$ cat src/hdl/cesc_pkg.sv
// Package for the console output escaper: character constants, mode codes
// and the translated-run type shared by the translator and the top level.
// No dependencies.
`default_nettype none

package cesc_pkg;

  // Mode codes; any other code behaves as cooked without LF expansion
  localparam logic [1:0] MODE_RAW    = 2'd0;
  localparam logic [1:0] MODE_COOKED = 2'd1;
  localparam logic [1:0] MODE_CRLF   = 2'd2;

  // Character constants
  localparam logic [7:0] CH_CARET  = 8'h5E;
  localparam logic [7:0] CH_AT     = 8'h40;
  localparam logic [7:0] CH_BSLASH = 8'h5C;
  localparam logic [7:0] CH_ZERO   = 8'h30;
  localparam logic [7:0] CH_CR     = 8'h0D;
  localparam logic [7:0] CH_LF     = 8'h0A;
  localparam logic [7:0] CH_FF     = 8'h0C;
  localparam logic [7:0] CH_BEL    = 8'h07;
  localparam logic [7:0] CH_SPACE  = 8'h20;
  localparam logic [7:0] CH_TILDE  = 8'h7E;

  localparam int unsigned RunMax = 4;
  localparam int unsigned IdxW   = $clog2(RunMax);

  // One translated input byte: up to four display bytes and the index of
  // the final one, plus the flush marker for that final byte
  typedef struct packed {
    logic [RunMax-1:0][7:0] bytes;
    logic [IdxW-1:0]        last_idx;
    logic                   flush;
  } run_t;

endpackage : cesc_pkg

`default_nettype wire

$ cat src/hdl/cesc_if.sv
// Valid/ready channel interfaces for the console output escaper: one for
// console bytes coming in, one for display bytes going out. No dependencies.
`default_nettype none

interface cesc_in_if;
  logic       valid;
  logic       ready;
  logic [7:0] char_byte;
  logic [1:0] mode;
  logic       block_end;

  modport source (output valid, char_byte, mode, block_end, input ready);
  modport sink   (input valid, char_byte, mode, block_end, output ready);
endinterface : cesc_in_if

interface cesc_out_if;
  logic       valid;
  logic       ready;
  logic [7:0] out_byte;
  logic       last_of_run;
  logic       flush_point;

  modport source (output valid, out_byte, last_of_run, flush_point, input ready);
  modport sink   (input valid, out_byte, last_of_run, flush_point, output ready);
endinterface : cesc_out_if

`default_nettype wire

$ cat src/hdl/cesc_translate.sv
// Combinational translation of one console byte into its display run
// (raw, caret or octal escape, LF to CR LF). Depends on cesc_pkg.
`default_nettype none

module cesc_translate (
  input  wire logic [7:0]   char_byte_i,
  input  wire logic [1:0]   mode_i,
  input  wire logic         block_end_i,
  output cesc_pkg::run_t    run_o
);
  import cesc_pkg::*;

  logic passes;

  // Bytes that cooked mode leaves alone
  assign passes = ((char_byte_i >= CH_SPACE) && (char_byte_i <= CH_TILDE)) ||
                  (char_byte_i == CH_FF) || (char_byte_i == CH_BEL) ||
                  (char_byte_i == CH_CR) || (char_byte_i == CH_LF);

  // Pick the run; unused byte slots are don't-care but held at zero
  always_comb begin
    run_o          = '0;
    run_o.flush    = block_end_i;
    if (mode_i == MODE_RAW) begin
      run_o.bytes[0] = char_byte_i;
      run_o.last_idx = IdxW'(0);
    end else if ((mode_i == MODE_CRLF) && (char_byte_i == CH_LF)) begin
      run_o.bytes[0] = CH_CR;
      run_o.bytes[1] = CH_LF;
      run_o.last_idx = IdxW'(1);
    end else if (passes) begin
      run_o.bytes[0] = char_byte_i;
      run_o.last_idx = IdxW'(0);
    end else if (char_byte_i < CH_SPACE) begin
      run_o.bytes[0] = CH_CARET;
      run_o.bytes[1] = CH_AT + char_byte_i;
      run_o.last_idx = IdxW'(1);
    end else begin
      // DEL and the upper half: backslash and three octal digits
      run_o.bytes[0] = CH_BSLASH;
      run_o.bytes[1] = CH_ZERO + {6'd0, char_byte_i[7:6]};
      run_o.bytes[2] = CH_ZERO + {5'd0, char_byte_i[5:3]};
      run_o.bytes[3] = CH_ZERO + {5'd0, char_byte_i[2:0]};
      run_o.last_idx = IdxW'(3);
    end
  end

endmodule : cesc_translate

`default_nettype wire

$ cat src/hdl/console_output_escaper.sv
// Top level of the console output escaper: input register, translator and
// a run register that serializes display bytes. Depends on cesc_pkg,
// cesc_in_if, cesc_out_if and cesc_translate.
//
// Usage:
//   in_i  carries one console byte per transaction with its mode
//         (raw, cooked, cooked with LF to CR LF) and a block_end marker.
//   out_o carries one display byte per transaction; last_of_run marks the
//         final byte of an input's run and flush_point repeats block_end there.
//   Path: the first display byte of an input passes the input register,
//   then the run register, before it is offered on out_o.
//   Throughput: the output moves one byte per cycle while out_o.ready is
//   high; an input yields 1 to 4 display bytes: 1 for pass-through bytes,
//   2 for caret escapes and CR LF, 4 for octal escapes. The run register is
//   the limit; while it drains, the input register still takes one more byte.
//   Reset: rst_ni clears both valid flags and the byte index; no output is
//   offered until a new input arrives.
//   Stall: when out_o.ready is low the current byte holds, the run register
//   holds, and in_i.ready drops once the input register is also full.
`default_nettype none

module console_output_escaper (
  input  wire logic clk_i,
  input  wire logic rst_ni,
  cesc_in_if.sink   in_i,
  cesc_out_if.source out_o
);
  import cesc_pkg::*;

  // Input register
  logic       in_vld_q;
  logic [7:0] char_q;
  logic [1:0] mode_q;
  logic       blk_end_q;

  // Run register
  logic            run_vld_q;
  run_t            run_q;
  run_t            run_d;
  logic [IdxW-1:0] idx_q;

  logic out_fire;
  logic run_done;
  logic load_run;
  logic in_fire;

  assign out_fire = out_o.valid && out_o.ready;
  assign run_done = out_fire && (idx_q == run_q.last_idx);
  assign load_run = in_vld_q && (!run_vld_q || run_done);
  assign in_i.ready = !in_vld_q || load_run;
  assign in_fire  = in_i.valid && in_i.ready;

  // Capture the incoming transaction
  always_ff @(posedge clk_i or negedge rst_ni) begin
    if (!rst_ni) begin
      in_vld_q <= 1'b0;
    end else if (in_i.ready) begin
      in_vld_q <= in_i.valid;
    end
  end

  always_ff @(posedge clk_i) begin
    if (in_fire) begin
      char_q    <= in_i.char_byte;
      mode_q    <= in_i.mode;
      blk_end_q <= in_i.block_end;
    end
  end

  cesc_translate u_translate (
    .char_byte_i (char_q),
    .mode_i      (mode_q),
    .block_end_i (blk_end_q),
    .run_o       (run_d)
  );

  // Load a new run or advance through the current one
  always_ff @(posedge clk_i or negedge rst_ni) begin
    if (!rst_ni) begin
      run_vld_q <= 1'b0;
      idx_q     <= '0;
    end else if (load_run) begin
      run_vld_q <= 1'b1;
      idx_q     <= '0;
    end else if (run_done) begin
      run_vld_q <= 1'b0;
      idx_q     <= '0;
    end else if (out_fire) begin
      idx_q     <= idx_q + IdxW'(1);
    end
  end

  always_ff @(posedge clk_i) begin
    if (load_run) begin
      run_q <= run_d;
    end
  end

  // Drive the current display byte
  assign out_o.valid       = run_vld_q;
  assign out_o.out_byte    = run_q.bytes[idx_q];
  assign out_o.last_of_run = (idx_q == run_q.last_idx);
  assign out_o.flush_point = (idx_q == run_q.last_idx) && run_q.flush;

endmodule : console_output_escaper

`default_nettype wire

$ cat src/flat_wrapper.sv
// flat-port wrapper written by rule: the top's interface ports become plain ports
module console_output_escaper_flat import cesc_pkg::*;
  (clk_i, rst_ni, in_i_valid, in_i_char_byte, in_i_mode, in_i_block_end, in_i_ready, out_o_valid, out_o_out_byte, out_o_last_of_run, out_o_flush_point, out_o_ready);
  cesc_in_if in_i_i ();
  cesc_out_if out_o_i ();
  input  wire logic clk_i;
  input  wire logic rst_ni;
  input wire logic [$bits(in_i_i.valid)-1:0] in_i_valid;
  input wire logic [$bits(in_i_i.char_byte)-1:0] in_i_char_byte;
  input wire logic [$bits(in_i_i.mode)-1:0] in_i_mode;
  input wire logic [$bits(in_i_i.block_end)-1:0] in_i_block_end;
  output wire logic [$bits(in_i_i.ready)-1:0] in_i_ready;
  output wire logic [$bits(out_o_i.valid)-1:0] out_o_valid;
  output wire logic [$bits(out_o_i.out_byte)-1:0] out_o_out_byte;
  output wire logic [$bits(out_o_i.last_of_run)-1:0] out_o_last_of_run;
  output wire logic [$bits(out_o_i.flush_point)-1:0] out_o_flush_point;
  input wire logic [$bits(out_o_i.ready)-1:0] out_o_ready;
  assign in_i_i.valid = in_i_valid;
  assign in_i_i.char_byte = in_i_char_byte;
  assign in_i_i.mode = in_i_mode;
  assign in_i_i.block_end = in_i_block_end;
  assign in_i_ready = in_i_i.ready;
  assign out_o_valid = out_o_i.valid;
  assign out_o_out_byte = out_o_i.out_byte;
  assign out_o_last_of_run = out_o_i.last_of_run;
  assign out_o_flush_point = out_o_i.flush_point;
  assign out_o_i.ready = out_o_ready;
  console_output_escaper u_core (.clk_i(clk_i), .rst_ni(rst_ni), .in_i(in_i_i), .out_o(out_o_i));
endmodule
$ cat config.mk
export PLATFORM = sky130hd
export DESIGN_NAME = console_output_escaper_flat
export DESIGN_NICKNAME = d
export VERILOG_FILES = /design/src/hdl/cesc_pkg.sv /design/src/hdl/cesc_if.sv /design/src/hdl/cesc_translate.sv /design/src/hdl/console_output_escaper.sv /design/src/flat_wrapper.sv
export SDC_FILE = /design/constraint.sdc
export NUM_CORES = 1
export LEC_CHECK = 0
export BUFFER_PORTS_ARGS = -buffer_cell sky130_fd_sc_hd__buf_4
export CAP_MARGIN = 15
export CORE_MARGIN = 2
export CORE_UTILIZATION = 60
export CTS_BUF_LIST = sky130_fd_sc_hd__clkbuf_4
export DETAILED_ROUTE_END_ITERATION = 7
export PLACE_DENSITY = 0.82
export SYNTH_ARGS = -nofsm -noshare
export SYNTH_HDL_FRONTEND = slang
export SYNTH_HIERARCHICAL = 1
export SYNTH_SLANG_ARGS = --single-unit
$ cat constraint.sdc
create_clock -name clk_i -period 8.83 [get_ports clk_i]
set_input_delay 0.883 -clock clk_i [delete_from_list [all_inputs] [get_ports clk_i]]
set_output_delay 0.883 -clock clk_i [all_outputs]
set_load 0.01 [all_outputs]
# ---- Yosys cells after proc, flatten, opt, wreduce, memory -nomap -nowiden
# Cells that the tools add are included.
dict set report word_totals {
  mem_bits_rw 0
  regBits 50
  mem_bits_ro 0
  wordCells 61
  latchBits 0
  out_inout_bits 12
  memories 0
  in_bits 15
}
dict set report op_classes {
  n_bitwise 0
  add_sub_neg 5
  n_reduce_logical 20
  multipliers 0
  eq_ne 6
  n_shift 0
  mux 12
  div_mod_pow 0
  magnitude_cmp 4
}
# cell n
set ops {}
lappend ops {{$eq A8 B4 Y1 const B} 3}
lappend ops {{$mux W10} 2}
lappend ops {{$mux W18} 1}
lappend ops {{$bmux W8 S2} 1}
lappend ops {{$add A6 B3 Y7 const A} 2}
lappend ops {{$mux W14} 1}
lappend ops {{$add A7 B8 Y8 const A} 1}
lappend ops {{$eq A8 B3 Y1 const B} 1}
lappend ops {{$ge A8 B6 Y1 const B} 1}
lappend ops {{$le A8 B7 Y1 const B} 1}
lappend ops {{$lt A8 B6 Y1 const B} 1}
lappend ops {{$mux W8} 1}
lappend ops {{$add A6 B2 Y7 const A} 1}
lappend ops {{$logic_and A1 B1 Y1} 7}
lappend ops {{$logic_or A1 B1 Y1} 6}
lappend ops {{$mux W2} 3}
lappend ops {{$mux W4} 1}
lappend ops {{$reduce_or A4 Y1} 1}
lappend ops {{$lt A2 B3 Y1 const B} 1}
lappend ops {{$reduce_bool A3 Y1} 1}
lappend ops {{$reduce_or A3 Y1} 1}
lappend ops {{$add A2 B1 Y2 const B} 1}
lappend ops {{$eq A2 B2 Y1} 1}
lappend ops {{$eq A2 B2 Y1 const B} 1}
lappend ops {{4 further kinds} 6}

# ---- Longest topological paths before layout
dict set report depth {
  word_depth 9
  depth_mapped 7
  mapped_depth_nobuf 6
}

# ---- Hierarchy
# Netlist, hierarchy kept.
# module seq_area_each_um2 instances area_each_um2 cells_per_inst
set by_module_without_submodules {}
lappend by_module_without_submodules {console_output_escaper 1481.4 1 1845.5 81}
lappend by_module_without_submodules {cesc_translate 0.0 1 455.4 67}

# ---- Worst setup path after synthesis
# No wires, ideal clock.
dict set report synth_timing {
  kind {input -> register}
  from {input port out_o_ready}
  to {register u_core/run_q[0] in the netlist's numbering (enable)}
  stages 2
  setup_ns 0.431
  t_required_ns 8.399
  path_buffers 0
  arrival_time_ns 2.583
  path_slack_ns 5.816
  path_cell_list {a31oi_2 > nor2b_1}
}
dict set report synth_between {
  elab_chain_len 4
}
# element line_no
set synth_lines {}
lappend synth_lines {{start, declared} flat_wrapper.sv:17} ;# input wire logic [$bits(out_o_i.ready)-1:0] out_o_ready;
lappend synth_lines {{$logic_and A1 B1 Y1} console_output_escaper.sv:47} ;# assign out_fire = out_o.valid && out_o.ready;
lappend synth_lines {{$logic_and A1 B1 Y1} console_output_escaper.sv:48} ;# assign run_done = out_fire && (idx_q == run_q.last_idx);
lappend synth_lines {{$logic_or A1 B1 Y1} console_output_escaper.sv:49} ;# assign load_run = in_vld_q && (!run_vld_q || run_done);
lappend synth_lines {{$logic_and A1 B1 Y1} console_output_escaper.sv:49}
lappend synth_lines {{via u_core.load_run} console_output_escaper.sv:44} ;# logic load_run;
lappend synth_lines {{end signal, assigned} console_output_escaper.sv:95} ;# run_q <= run_d;
lappend synth_lines {{end, declared} console_output_escaper.sv:38} ;# run_t run_q;
# The timed path passes the listed nets, and every way through them passes these cells.
# A chain may end at the register's enable or synchronous reset.

# ---- Final worst setup path
dict set report layout_timing {
  from {register u_core.idx_q[0]}
  to {output port in_i_ready}
}
dict set report layout_between {
  elab_chain_len 5
}
# element line_no
set layout_lines {}
lappend layout_lines {{start, declared} console_output_escaper.sv:40} ;# logic [IdxW-1:0] idx_q;
lappend layout_lines {{start signal, assigned} console_output_escaper.sv:89} ;# idx_q <= idx_q + IdxW'(1);
lappend layout_lines {{$eq A2 B2 Y1} console_output_escaper.sv:48}
lappend layout_lines {{$logic_and A1 B1 Y1} console_output_escaper.sv:48}
lappend layout_lines {{$logic_or A1 B1 Y1} console_output_escaper.sv:49}
lappend layout_lines {{$logic_and A1 B1 Y1} console_output_escaper.sv:49}
lappend layout_lines {{$logic_or A1 B1 Y1} console_output_escaper.sv:50} ;# assign in_i.ready = !in_vld_q || load_run;
lappend layout_lines {{end, declared} flat_wrapper.sv:12} ;# output wire logic [$bits(in_i_i.ready)-1:0] in_i_ready;
# No other way between the ends.

==> results.md <==
* Gpl congestion at 0.8019
* Cell variety after synth at 42
* Post-CTS Setup Repair Bufs at 0
* WL final at 3409 um
* Antenna Nets Post-Route at 0
* Yosys reg bits at 50
* Kind of critical path: reg -> out
* Pin count of the biggest net entering global routing at 36
* CTS Root Buffer Type: clkbuf_4
* DIE AREA at 4346 um^2
* Worst path bufs/invs at 1
* Initial Utilization at 0.6285
* Flop-to-flop setup slack at 6280 ps
* Clk_skew at 10.70 ps
* P per Cell Area at 308.5 nW/um^2
* Commonest non-fill, non-tap cells in the layout: 46 x edfxtp_1, 28 x buf_4, 8 x nand2_1
* All-Layer GR Usage at 0.1891
* Core area at 3661 um^2
* Via count at 1263
* CTS sink cnt at 50
* Top Family by Delay on Critical Path: flip-flops
* Crit. Startpoint: u_core/idx_q[0]
* Fin nets at 191
* Post-CTS Resized at 0
* Fmax at 353.3 MHz
* Setup TNS at 0 ps
* RSZ-0062 raised after global routing: no
* Synth warnings at 6
* Initial antenna violation count at 0
* HP Class: in -> async
* Maxcap violations at 0
* DRC violations left at 0
* Clk Latency, worst-skew pair at 370 ps
* Row cnt at 22
* DP HPWL at 2359 um
* Final Critical Period at 2830 ps
* Final period util at 0.3205
* Critical Path Start Type: register
* Fin util at 0.7016
* Crit Reg-Reg Startpoint: u_core/char_q[7]
* Syn Inst Count at 148
* DR iter-0 viols at 55
* Most common cell after layout, fill and taps aside: edfxtp_1
* Post-Synth XOR/XNOR Area at 0.007613
* Post-Synth Simple-Gate Area at 0.1153
* Die H at 65.93 um
* VDD IR max at 0.0001780 V
* First-pass GRT wire length at 5775 um
* Data arrival time of the critical path at 1950 ps
* Vias in the first global route at 1204
* Final setup viols at 0
* Final hold vios at 0
* Hold buffers post-CTS at 0
* Critical-path cell list: xnor2_1 -> a31oi_2 -> nand2_1 -> buf_4
* Hold WS at 277.0 ps
* Endpoint type of the worst setup path: output port
* Register clock-pin slew on the reported worst setup and hold paths at 140 ps
* P_leak at 0.9660 nW
* Critical path fanouts, max at 13
* Area fraction in compound gates after synthesis at 0.07232
* Worst setup margin at 6000 ps
* DRT Pass-1 Iters at 4
* Slew headroom at 0.4871
* Largest family of logic cells by synthesized area: simple AND/OR/NAND/NOR gates
* Clock Tree Buf Depth at 2
* CP max stage cell: dfrtp_1
* Multiplexer share of the synthesized area at 0.09407
* Antenna diodes at 0
* CTS tree: built
* CP required at 7950 ps
* Post-Synth Adder-Cell Area at 0.01088
* Pre-CTS setup slack at 6357 ps
* Ratio of cells with drive above 1 in the final layout at 0.2629
* IO Count at 27
* Num CTS Buffers at 5
* Area Overhead vs Synth at 11.64%
* Slew Limit Fails at 0
* Sequential-to-total area share from yosys stat at 0.6438
* Avg Synthesized Cell Area at 15.55 um^2
* Outcome: completed
* Post-Syn Area at 2301 um^2
* I/O Buffers at 26
* Grt total ovfl at 0
* Die width at 65.93 um
* Drt wl/cell at 15.29 um
* Power, Total at 792.3 uW
* H-tree Lvls at 2
* Max incr delay on CP at 740 ps
* DR vias/cell at 5.664
* Tightest Pin Transition at 767.9 ps
-- power breakdown --
| group | switching [mW] | internal (mW) |
|---|---|---|
| Sequential | 0.0479 | 0.353 |
| Clock | 0.0677 | 0.0628 |
| Combinational | 0.126 | 0.136 |
-- layout make-up --
type,count,area [um^2]
repair buffers,28,210.2
clock inverters,2,37.54
well taps,48,60.06
flip-flops and latches,50,1481
inverters,5,18.77
fillers,257,1092
multi-input cells,84,715.7
clock buffers,6,45.04
-- worst register-to-register path: stages (launching register included) --
cell and delay [ps]:
edfxtp_1 460, inv_1 150, ha_1 210, nor2b_1 460, nor2_1 130, a211oi_2 700
o21ai_0 180
-- cell families after synthesis --
family,Yosys count
AOI/OAI and AO/OA,22
xor gates and xnor gates,2
adders and majority gates,2
buffers and inverters,19
DFF,50
muxes,9
other,1
and+or+nand+nor,43
-- cells in the mapped netlist --
master     n  area [um^2]
edfxtp_1  46         1381
buf_4     12        90.09
nand2_1    8        30.03
and2_1     7        43.79
mux4_1     7        183.9
o21ai_0    6        30.03
or2_1      5        31.28
a21oi_1    4        20.02
dfrtp_1    4        100.1
inv_1      4        15.01
nor2b_1    4        25.02
and3_1     3        18.77
a21o_1     2        15.01
ha_1       2        25.02
nand3b_1   2        15.01
nand4b_1   2        17.52
nor2_1     2        7.510
or3_1      2        12.51
or3b_1     2        17.52
xnor2_1    2        17.52
a211oi_2   1        12.51
a21boi_0   1        7.510
a21boi_1   1        7.510
a22o_1     1        8.760
a311oi_2   1        15.01
a31o_2     1        8.760
a31oi_2    1        12.51
and2_4     1        8.760
and4_1     1        8.760
buf_2      1        5.000
buf_6      1        11.26
conb_1     1        3.750
inv_2      1        3.750
mux2i_1    1        10.01
mux4_2     1        22.52
nand2b_1   1        6.260
nand4_1    1        6.260
nor3_1     1        5.000
o21a_1     1        7.510
o31ai_2    1        12.51
o32ai_1    1        8.760
or4_4      1        11.26
-- state kept, by name (all words and copies together), names as in the netlist --
name                flops
u_core/run_q           35
u_core/mode_q           2
u_core/out_o.valid      1
u_core/in_vld_q         1
u_core/idx_q            2
u_core/char_q           8
u_core/blk_end_q        1
-- through the flow --
| stage | cell area [um^2] | cells |
|---|---|---|
| 5_1_grt | 2569 | 223 |
| 6_report | 2569 | 223 |
| 4_1_cts | 2569 | 223 |
| 3_5_place_dp | 2486 | 215 |
| 3_3_place_gp | 2486 | 215 |
| 2_1_floorplan | 2320 | 153 |
-- worst paths after layout --
kind,to,depth (start not counted)
setup / recovery,in_i_ready,4
min in group clk_i,u_core/run_q[0],0
hold reg to reg,u_core/run_q[0],0
setup reg to reg,u_core/run_q[3],6
max in group asynchronous,u_core/in_vld_q,1
hold / removal,u_core/idx_q[0],1
-- per-layer routing --
metal	global-route usage	vias to the layer above	routed length, um
met2	0.2866	45	1631
met3	0.06644	4	226
met5	0	-	0
li1	-	608	-
met1	0.2500	606	1510
met4	0.07813	0	42
Power figures use the tool's default switching activity.
